**config.mk**
```make
export PLATFORM = sky130hd
export DESIGN_NAME = heartbeat_crosscheck_watchdog
export DESIGN_NICKNAME = d
export VERILOG_FILES = /design/src/hw/rtl/hcw_pkg.sv /design/src/hw/rtl/hcw_regs.sv /design/src/hw/rtl/hcw_core.sv /design/src/hw/rtl/heartbeat_crosscheck_watchdog.sv
export SDC_FILE = /design/constraint.sdc
export NUM_CORES = 1
export LEC_CHECK = 0
export BUFFER_PORTS_ARGS = -buffer_cell sky130_fd_sc_hd__buf_2
export CAP_MARGIN = 5
export CELL_PAD_IN_SITES_DETAIL_PLACEMENT = 1
export CELL_PAD_IN_SITES_GLOBAL_PLACEMENT = 1
export CORE_AREA = 2 2 131 133
export DETAILED_ROUTE_END_ITERATION = 6
export DIE_AREA = 0 0 133 135
export GPL_TIMING_DRIVEN = 0
export HOLD_SLACK_MARGIN = 0.06
export PLACE_DENSITY_LB_ADDON = 0.1
export SLEW_MARGIN = 20
export SYNTH_ARGS = -nofsm -noshare
export SYNTH_HDL_FRONTEND = slang
export SYNTH_SLANG_ARGS = --single-unit
```
**constraint.sdc**
```tcl
create_clock -name aclk -period 5.4 [get_ports aclk]
set_clock_uncertainty 0.2 [all_clocks]
set_input_delay 0.27 -clock aclk [delete_from_list [all_inputs] [get_ports aclk]]
set_output_delay 0.27 -clock aclk [all_outputs]
set_load 0.1 [all_outputs]
```
**src/hw/rtl/hcw_pkg.sv**
```systemverilog
// ----------------------------------------------------------------------------
// hcw_pkg
// Shared types and constants for the heartbeat cross-check watchdog.
// ----------------------------------------------------------------------------
package hcw_pkg;

    localparam int DUTY_W   = 16;
    localparam int TMO_W    = 20;
    localparam int HOLD_W   = 22;
    localparam int PADDR_W  = 4;
    localparam int PDATA_W  = 32;

    localparam logic [DUTY_W-1:0] DUTY_RST = 16'd500;
    localparam logic [TMO_W-1:0]  TMO_RST  = 20'd5000;
    localparam logic [HOLD_W-1:0] HOLD_RST = 22'd1000000;

    localparam logic [DUTY_W-1:0] TOGGLE_MAX = '1;
    localparam logic [TMO_W-1:0]  ECHO_MAX   = '1;

    // register index = paddr[3:2]
    typedef enum logic [1:0] {
        REG_DUTY    = 2'd0,
        REG_TIMEOUT = 2'd1,
        REG_HOLDOFF = 2'd2
    } reg_idx_t;

    typedef struct packed {
        logic [DUTY_W-1:0] duty_time;
        logic [TMO_W-1:0]  echo_timeout;
        logic [HOLD_W-1:0] start_holdoff;
    } cfg_t;

    typedef struct packed {
        logic enable_out;
        logic host_transmit;
        logic client_transmit;
        logic estop_latched;
    } result_t;

endpackage

```
**src/hw/rtl/hcw_regs.sv**
```systemverilog
// ----------------------------------------------------------------------------
// hcw_regs
// APB register file: duty time, echo timeout, start hold-off.
// ----------------------------------------------------------------------------
module hcw_regs (
    input  logic                         aclk,
    input  logic                         aresetn,
    input  logic                         psel,
    input  logic                         penable,
    input  logic                         pwrite,
    input  logic [hcw_pkg::PADDR_W-1:0]  paddr,
    input  logic [hcw_pkg::PDATA_W-1:0]  pwdata,
    output logic [hcw_pkg::PDATA_W-1:0]  prdata,
    output logic                         pready,
    output hcw_pkg::cfg_t                cfg
);
    import hcw_pkg::*;

    cfg_t     cfg_reg;
    reg_idx_t idx;
    logic     wr_en;

    assign idx    = reg_idx_t'(paddr[3:2]);
    assign wr_en  = psel && penable && pwrite;
    assign pready = 1'b1;
    assign cfg    = cfg_reg;

    always_ff @(posedge aclk) begin
        if (!aresetn) begin
            cfg_reg.duty_time     <= DUTY_RST;
            cfg_reg.echo_timeout  <= TMO_RST;
            cfg_reg.start_holdoff <= HOLD_RST;
        end else if (wr_en) begin
            unique case (idx)
                REG_DUTY:    cfg_reg.duty_time     <= pwdata[DUTY_W-1:0];
                REG_TIMEOUT: cfg_reg.echo_timeout  <= pwdata[TMO_W-1:0];
                REG_HOLDOFF: cfg_reg.start_holdoff <= pwdata[HOLD_W-1:0];
                default: ;  // unmapped slot, write dropped
            endcase
        end
    end

    always_comb begin
        unique case (idx)
            REG_DUTY:    prdata = {{(PDATA_W-DUTY_W){1'b0}}, cfg_reg.duty_time};
            REG_TIMEOUT: prdata = {{(PDATA_W-TMO_W){1'b0}}, cfg_reg.echo_timeout};
            REG_HOLDOFF: prdata = {{(PDATA_W-HOLD_W){1'b0}}, cfg_reg.start_holdoff};
            default:     prdata = '0;
        endcase
    end

endmodule

```
**src/hw/rtl/hcw_core.sv**
```systemverilog
// ----------------------------------------------------------------------------
// hcw_core
// Watchdog state: hold-off, heartbeat toggle timer, echo timer, e-stop latch.
// Result for the current tick is produced combinationally from next state.
// ----------------------------------------------------------------------------
module hcw_core (
    input  logic             aclk,
    input  logic             aresetn,
    input  logic             tick,
    input  logic             host_echo,
    input  logic             client_receive,
    input  hcw_pkg::cfg_t    cfg,
    output hcw_pkg::result_t res
);
    import hcw_pkg::*;

    logic [HOLD_W-1:0] hold_reg,   hold_next;
    logic [DUTY_W-1:0] toggle_reg, toggle_next;
    logic [TMO_W-1:0]  echo_reg,   echo_next;
    logic              last_echo_reg, last_echo_next;
    logic              hb_reg,        hb_next;
    logic              echo_lvl_reg,  echo_lvl_next;
    logic              enable_reg,    enable_next;
    logic              stop_reg,      stop_next;

    logic [DUTY_W-1:0] toggle_inc;
    logic [TMO_W-1:0]  echo_inc;
    logic              expired;

    always_comb begin
        hold_next      = hold_reg;
        toggle_next    = toggle_reg;
        echo_next      = echo_reg;
        last_echo_next = last_echo_reg;
        hb_next        = hb_reg;
        echo_lvl_next  = echo_lvl_reg;
        enable_next    = enable_reg;
        stop_next      = stop_reg;

        toggle_inc = toggle_reg + 1'b1;
        expired    = (toggle_reg == TOGGLE_MAX) || (toggle_inc == TOGGLE_MAX)
                     || (toggle_inc > cfg.duty_time);
        echo_inc   = (echo_reg == ECHO_MAX) ? echo_reg : echo_reg + 1'b1;

        if (!stop_reg) begin
            echo_lvl_next = client_receive;
            if (hold_reg < cfg.start_holdoff) begin
                hold_next      = hold_reg + 1'b1;
                last_echo_next = host_echo;
                echo_next      = '0;
            end else begin
                if (expired) begin
                    hb_next     = ~hb_reg;
                    toggle_next = '0;
                end else begin
                    toggle_next = toggle_inc;
                end
                echo_next = echo_inc;
                if (host_echo != last_echo_reg) begin
                    last_echo_next = host_echo;
                    echo_next      = '0;
                    enable_next    = 1'b1;
                end else if (echo_inc == ECHO_MAX || echo_inc > cfg.echo_timeout) begin
                    stop_next     = 1'b1;
                    enable_next   = 1'b0;
                    hb_next       = 1'b0;
                    echo_lvl_next = 1'b0;
                end
            end
        end

        res.enable_out      = enable_next   && !stop_next;
        res.host_transmit   = hb_next       && !stop_next;
        res.client_transmit = echo_lvl_next && !stop_next;
        res.estop_latched   = stop_next;
    end

    always_ff @(posedge aclk) begin
        if (!aresetn) begin
            hold_reg      <= '0;
            toggle_reg    <= TOGGLE_MAX;
            echo_reg      <= '0;
            last_echo_reg <= 1'b0;
            hb_reg        <= 1'b0;
            echo_lvl_reg  <= 1'b0;
            enable_reg    <= 1'b0;
            stop_reg      <= 1'b0;
        end else if (tick) begin
            hold_reg      <= hold_next;
            toggle_reg    <= toggle_next;
            echo_reg      <= echo_next;
            last_echo_reg <= last_echo_next;
            hb_reg        <= hb_next;
            echo_lvl_reg  <= echo_lvl_next;
            enable_reg    <= enable_next;
            stop_reg      <= stop_next;
        end
    end

`ifndef SYNTH
    // e-stop is sticky until reset
    a_stop_sticky: assert property (@(posedge aclk) disable iff (!aresetn)
        stop_reg |=> stop_reg)
        else $error("e-stop latch released");

    // a latched stop drives all lines low
    a_stop_lines: assert property (@(posedge aclk) disable iff (!aresetn)
        stop_reg |-> (!enable_reg && !hb_reg && !echo_lvl_reg))
        else $error("line high while stopped");

    // a heartbeat toggle restarts the toggle timer
    a_toggle_restart: assert property (@(posedge aclk) disable iff (!aresetn)
        (!stop_reg && hb_reg != $past(hb_reg)) |-> (toggle_reg == '0))
        else $error("toggle timer not restarted");
`endif

endmodule

```
**src/hw/rtl/heartbeat_crosscheck_watchdog.sv**
```systemverilog
// ----------------------------------------------------------------------------
// heartbeat_crosscheck_watchdog
// Heartbeat watchdog with latched e-stop, one result item per tick item.
// ----------------------------------------------------------------------------
// Usage:
//   Each s_ item is one microsecond tick carrying the sampled host echo and
//   client receive levels. Each item yields exactly one m_ item with enable,
//   host transmit, client transmit and e-stop status for that tick.
//   The result is captured in the output register on the edge that accepts
//   the item. Throughput: one item per cycle while m_ready stays high; the state
//   update is a single pass of counter increment and compare logic between
//   the state registers and the output register.
//   Stall: while m_valid is high and m_ready low, the output register holds
//   and s_ready drops; when the receiver takes the item, a new one can be
//   accepted in that same cycle.
//   Reset (aresetn low, synchronous): registers return to duty 500, timeout
//   5000, hold-off 1000000; counters clear, toggle timer starts expired so
//   the first toggle comes on the first tick after the hold-off.
//   Config via APB: 0x0 duty_time, 0x4 echo_timeout, 0x8 start_holdoff.
//   Write only while no item is in flight.
// ----------------------------------------------------------------------------
module heartbeat_crosscheck_watchdog (
    input  logic                         aclk,
    input  logic                         aresetn,
    // tick items
    input  logic                         s_valid,
    output logic                         s_ready,
    input  logic                         s_host_echo,
    input  logic                         s_client_receive,
    // result items
    output logic                         m_valid,
    input  logic                         m_ready,
    output logic                         m_enable_out,
    output logic                         m_host_transmit,
    output logic                         m_client_transmit,
    output logic                         m_estop_latched,
    // configuration
    input  logic                         psel,
    input  logic                         penable,
    input  logic                         pwrite,
    input  logic [hcw_pkg::PADDR_W-1:0]  paddr,
    input  logic [hcw_pkg::PDATA_W-1:0]  pwdata,
    output logic [hcw_pkg::PDATA_W-1:0]  prdata,
    output logic                         pready
);
    import hcw_pkg::*;

    cfg_t    cfg;
    result_t res;
    result_t out_reg;
    logic    m_valid_reg;
    logic    s_accept;

    // output register frees when empty or being drained
    assign s_ready  = !m_valid_reg || m_ready;
    assign s_accept = s_valid && s_ready;

    hcw_regs u_regs (
        .aclk    (aclk),
        .aresetn (aresetn),
        .psel    (psel),
        .penable (penable),
        .pwrite  (pwrite),
        .paddr   (paddr),
        .pwdata  (pwdata),
        .prdata  (prdata),
        .pready  (pready),
        .cfg     (cfg)
    );

    hcw_core u_core (
        .aclk           (aclk),
        .aresetn        (aresetn),
        .tick           (s_accept),
        .host_echo      (s_host_echo),
        .client_receive (s_client_receive),
        .cfg            (cfg),
        .res            (res)
    );

    // result register
    always_ff @(posedge aclk) begin
        if (!aresetn) begin
            m_valid_reg <= 1'b0;
        end else if (s_ready) begin
            m_valid_reg <= s_valid;
        end
    end

    always_ff @(posedge aclk) begin
        if (s_accept) begin
            out_reg <= res;
        end
    end

    assign m_valid           = m_valid_reg;
    assign m_enable_out      = out_reg.enable_out;
    assign m_host_transmit   = out_reg.host_transmit;
    assign m_client_transmit = out_reg.client_transmit;
    assign m_estop_latched   = out_reg.estop_latched;

`ifndef SYNTH
    // a held result is never replaced
    a_hold_result: assert property (@(posedge aclk) disable iff (!aresetn)
        (m_valid && !m_ready) |=> (m_valid && $stable(out_reg)))
        else $error("stalled result overwritten");

    // an accepted item always leaves a result in the register
    a_accept_fills: assert property (@(posedge aclk) disable iff (!aresetn)
        s_accept |=> m_valid)
        else $error("accepted item lost");

    // e-stop status excludes any high line
    a_stop_quiet: assert property (@(posedge aclk) disable iff (!aresetn)
        (m_valid && m_estop_latched) |->
            (!m_enable_out && !m_host_transmit && !m_client_transmit))
        else $error("line high with e-stop set");
`endif

endmodule

```
# Yosys cells after proc, flatten, opt, wreduce, memory -nomap -nowiden
# Index checks and enable logic that the tools add are counted.
[op_classes]
order_cmp = 3
reduce_logical = 21
n_addsub = 3
mux = 24
n_bitwise = 3
n_eq_ne = 7
[op_table]
columns = ["operator", "count"]
rows = [
  ["22-bit one-hot mux with 3 select lines", 1],
  ["20-bit two-way mux", 3],
  ["20-bit equality test, second input constant", 2],
  ["16-bit equality test, second input constant", 2],
  ["22-bit by 1-bit adder with 22-bit output, second input constant", 1],
  ["22-bit less-than comparator", 1],
  ["20-bit by 1-bit adder with 20-bit output, second input constant", 1],
  ["20-bit greater-than comparator", 1],
  ["1-bit two-way mux", 19],
  ["16-bit by 1-bit adder with 16-bit output, second input constant", 1],
  ["16-bit greater-than comparator", 1],
  ["16-bit two-way mux", 1],
  ["3-bit AND reduction", 3],
  ["2-bit AND reduction", 4],
  ["1-bit logical AND", 6],
  ["1-bit logical OR", 4],
  ["1-bit NOT", 3],
  ["2-bit by 1-bit equality test with 1-bit output, second input constant", 1],
  ["2-bit equality test, second input constant", 1],
  ["1-bit zero test", 2],
  ["2-bit zero test", 1],
  ["2-bit nonzero test", 1],
  ["1-bit != test", 1],
]
[word_totals]
word_cells = 77
input_bits = 45
register_bits = 126
output_inout_bits = 39

# Longest topological paths before layout
[depth]
word_depth = 10
depth_mapped = 17
ltp_nobuf = 15

# Modules after synthesis
# A second synthesis with hierarchy kept.
[unflattened]
cells_unflattened = 984
area_unflattened_um2 = 8031.5
[modules_own_cells]
columns = ["mod", "seq_area_each_um2", "cells_per_inst", "area_each_um2", "n_inst"]
rows = [
  ["hcw_core", 1241.2, 662, 5089.9, 1],
  ["hcw_regs", 1161.1, 313, 2763.9, 1],
  ["heartbeat_crosscheck_watchdog", 140.1, 9, 177.7, 1],
]

# Least setup slack after synthesis
# Ideal clock, no wire load.
[synth_timing]
path_kind = "input-to-output"
start = "input port paddr[2] (netlist name)"
end = "output port prdata[0] (netlist name)"
path_slack_ns = 1.560
path_buffers = 2
stages = 4
arrival_time_ns = 3.370
t_required_ns = 4.930
path_cell_list = "buf_1 -> buf_1 -> mux2i_1 -> o21ai_0"
[synth_between]
elab_chain_len = 2
word_cells_on_any_way = 4
[synth_rtl]
columns = ["element", "line", "text"]
rows = [
  ["start, declared", "heartbeat_crosscheck_watchdog.sv:41", "input logic [hcw_pkg::PADDR_W-1:0] paddr,"],
  ["2-bit equality test (tied with other cells)", "hcw_regs.sv:44", "unique case (idx)"],
  ["22-bit one-hot mux with 3 select lines *", "hcw_regs.sv:44", ""],
  ["end, declared", "heartbeat_crosscheck_watchdog.sv:43", "output logic [hcw_pkg::PDATA_W-1:0] prdata,"],
]
# Every way passes the cells marked *; elsewhere a longest branch is shown, timed or not.

==> out/qor.txt <==
===========================================================================================
Worst setup path category ....................................................      reg2reg
Drt drc ......................................................................            0
Main synth FF type ...........................................................      dfxtp_1
Required time of the critical path ...........................................      5.37 ns
Final weighted congestion in routability-driven placement ....................        0.898
Commonest non-fill, non-tap cell in the layout ...............................      nand2_1
Highest clock frequency the design can meet ..................................      219 MHz
Largest stage delay on the critical path .....................................      0.95 ns
Clock insertion delay at the later pin of the skew report ....................      0.43 ns
Clock buffer count from CTS ..................................................           17
Synthesized cell area ........................................................    7850 um^2
Worst setup EP type ..........................................................         flop
CTS max path bufs ............................................................            2
Width of the die .............................................................       133 um
Final cell count without fillers .............................................         1362
Relative max-transition margin ...............................................        0.267
Multi-input gate area ........................................................    4720 um^2
Maximum fanout encountered on the critical timing path .......................            7
Setup violators final ........................................................            0
Clock-pin transition on the worst setup and hold timing paths ................      0.06 ns
Cells along the critical path ................................................ nand3_1, nor4_1, nand3_1, xor2_1, nand2_1, ha_1, nand4_1, nor4_1, a221oi_1, a31oi_1, a41oi_4, o31ai_4, nor2_1
Via count of the first global-routing pass ...................................         8181
Power density of the placed cells ............................................  257 nW/um^2
Layout cells sized above 1 ...................................................        0.116
Gates resized, CTS repair ....................................................            0
Final HPWL DP ................................................................      19.8 mm
Number of levels in the clock H-tree .........................................            4
Mean Syn Cell Area ...........................................................    7.73 um^2
Average vias per placed instance .............................................         5.81
Hold Violations, Final .......................................................            0
Data arrival time of the critical path .......................................      4.54 ns
Filler cells .................................................................         2060
Worst IR drop on VDD .........................................................     0.259 mV
Antenna cells ................................................................            0
Die Area .....................................................................   18000 um^2
Final critical-path required period ..........................................      4.58 ns
Pins over their slew limit ...................................................            0
Post-DR wirelength/cell ......................................................      19.5 um
Synthesized instance count ...................................................         1015
Count of buffers from port buffering .........................................           60
Die Ht .......................................................................       135 um
Max reg flops ................................................................           58
Overall via count from detail_route ..........................................         7908
Number of design-rule violations left by the first detailed-router iteration .          501
Wire length of the first global-routing pass .................................      42.5 mm
Result of the run ............................................................    completed
Pin count of the biggest net entering global routing .........................           17
Most frequent cells in the layout ............................................ nand2_1, dfxtp_1, a21oi_1
Layout overhead on the synthesized area ......................................        18.8%
Leak pwr .....................................................................      4.09 nW
Total Negative Setup Slacks ..................................................         0 ns
Async S/R FF share, synth ....................................................            0
Total overflow reported by the global router .................................            0
Starting density of the core .................................................        0.478
Number of synthesis warnings .................................................            0
Register area ................................................................    2540 um^2
Number of synthesized register bits ..........................................          125
TritonCTS clock tree .........................................................         done
Hold WC Path Type ............................................................       in2reg
Count of placed standard cells including taps ................................         1304
CTS sink count ...............................................................          125
Worst Max-Slew Pin Slew ......................................................      1.10 ns
Fin crit share ...............................................................        0.847
Cell type of the slowest stage on the worst timing path ......................       nor4_1
Row cnt ......................................................................           47
Root Driver ..................................................................    clkbuf_16
Number of top-level pins .....................................................           84
Floorplan core area ..........................................................   16400 um^2
# Max-Cap Violations .........................................................            0
Number of enable flip-flop cells after synthesis .............................            4
Count of nets left with antenna violations after detail routing ..............            0
Worst setup SP type ..........................................................         flop
First drt pass iteration count ...............................................            5
Number of distinct library cells after synthesis .............................           64
Proportion of synthesized chip area in sequential cells ......................        0.324
Total wire length ............................................................      26.5 mm
Number of antenna violations at the first check in global routing ............            0
Final Net Count ..............................................................         1235
Unrepaired setup endpoints after global routing ..............................        false
Total global-route track usage ...............................................        0.301
===========================================================================================
final timing paths:
| kind | endpoint | slack (ns) | start | cells after the start |
|---|---|---|---|---|
| min reg2reg | u_regs.cfg[20] | 0.27 | u_regs.cfg[20] | 2 |
| min | u_regs.cfg[48] | 0.19 | aresetn | 3 |
| max reg2reg | m_host_transmit | 0.82 | u_core.echo_reg[0] | 13 |
| max | m_host_transmit | 0.82 | u_core.echo_reg[0] | 13 |
critical path, delay by kind of cell, from the launching register on:
| family | cells | cell delay (ns) |
|---|---|---|
| xor gates and xnor gates | 1 | 0.17 |
| AOI/OAI and AO/OA | 4 | 0.90 |
| adders and majority gates | 1 | 0.35 |
| DFF | 1 | 0.52 |
| and+or+nand+nor | 7 | 2.17 |
report_power, final:
| group | internal [mW] | total, mW | switching [mW] |
|---|---|---|---|
| combinational | 0.0595 | 0.260 | 0.200 |
| clock | 0.724 | 1.19 | 0.464 |
| sequential | 0.938 | 0.945 | 0.00768 |
| total | 1.72 | 2.39 | 0.672 |
timing repair:
action	in CTS	in global routing
buffers inserted	0	0
hold endpoints to repair	61	0
hold buffers	26	0
per-stage QoR:
step           utilization  total power, mW  worst slack (ns)  hold WS (ns)  instance area [um^2]
2_1_floorplan            -             1.14              1.56         0.199                  7880
3_3_place_gp         0.516             1.20              1.00         0.255                  8460
3_5_place_dp         0.516             1.21             0.998         0.264                  8470
4_1_cts              0.568             2.40             0.813         0.177                  9330
5_1_grt              0.568             2.45             0.386         0.248                  9330
6_report             0.568             2.39             0.825         0.191                  9330
kinds of logic after synthesis:
family / after synthesis / synth area share
buffers and inverters: 151 / 0.0802
flip-flops: 125 / 0.324
AND/OR/NAND/NOR: 395 / 0.246
multiplexers: 21 / 0.0269
other: 2 / 0.000957
adder cells (fa/ha/maj): 61 / 0.0972
AO/OA/AOI/OAI: 216 / 0.176
XOR/XNOR: 44 / 0.0491
layout make-up:
class                           count  share of cell area
Timing Repair Buffer               86              0.0601
Clock buffer                       17              0.0456
Buffer                             70              0.0349
Clock inverter                     15              0.0184
Tap cell                          220              0.0295
Inverter                           81              0.0326
Multi-Input combinational cell    748               0.506
Sequential cell                   125               0.273
Yosys cell counts (all sizes together) (13+ instances only):
| master | number | area, um^2 |
|---|---|---|
| xor2 | 25 | 219 |
| o211ai | 24 | 180 |
| clkbuf | 46 | 174 |
| and4 | 13 | 114 |
| o21ai | 40 | 200 |
| nand3 | 34 | 170 |
| nor3 | 13 | 70.1 |
| inv | 81 | 304 |
| and3 | 13 | 81.3 |
| a21oi | 82 | 410 |
| buf | 24 | 151 |
| nor2 | 64 | 240 |
| nand2 | 171 | 642 |
| ha | 61 | 763 |
| nand4 | 46 | 309 |
| a22oi | 16 | 120 |
| mux2i | 20 | 200 |
| dfxtp | 121 | 2420 |
| xnor2 | 19 | 166 |
metal layers:
metal  up-vias  routed length [um]  GRT usage
met3        63                1320     0.0462
li1       3770                   -          -
met2       233               13200      0.540
met1      3842               11200      0.364
met5         -                   0          0
met4         0                 767      0.115
Power figures use the tool's default switching activity.
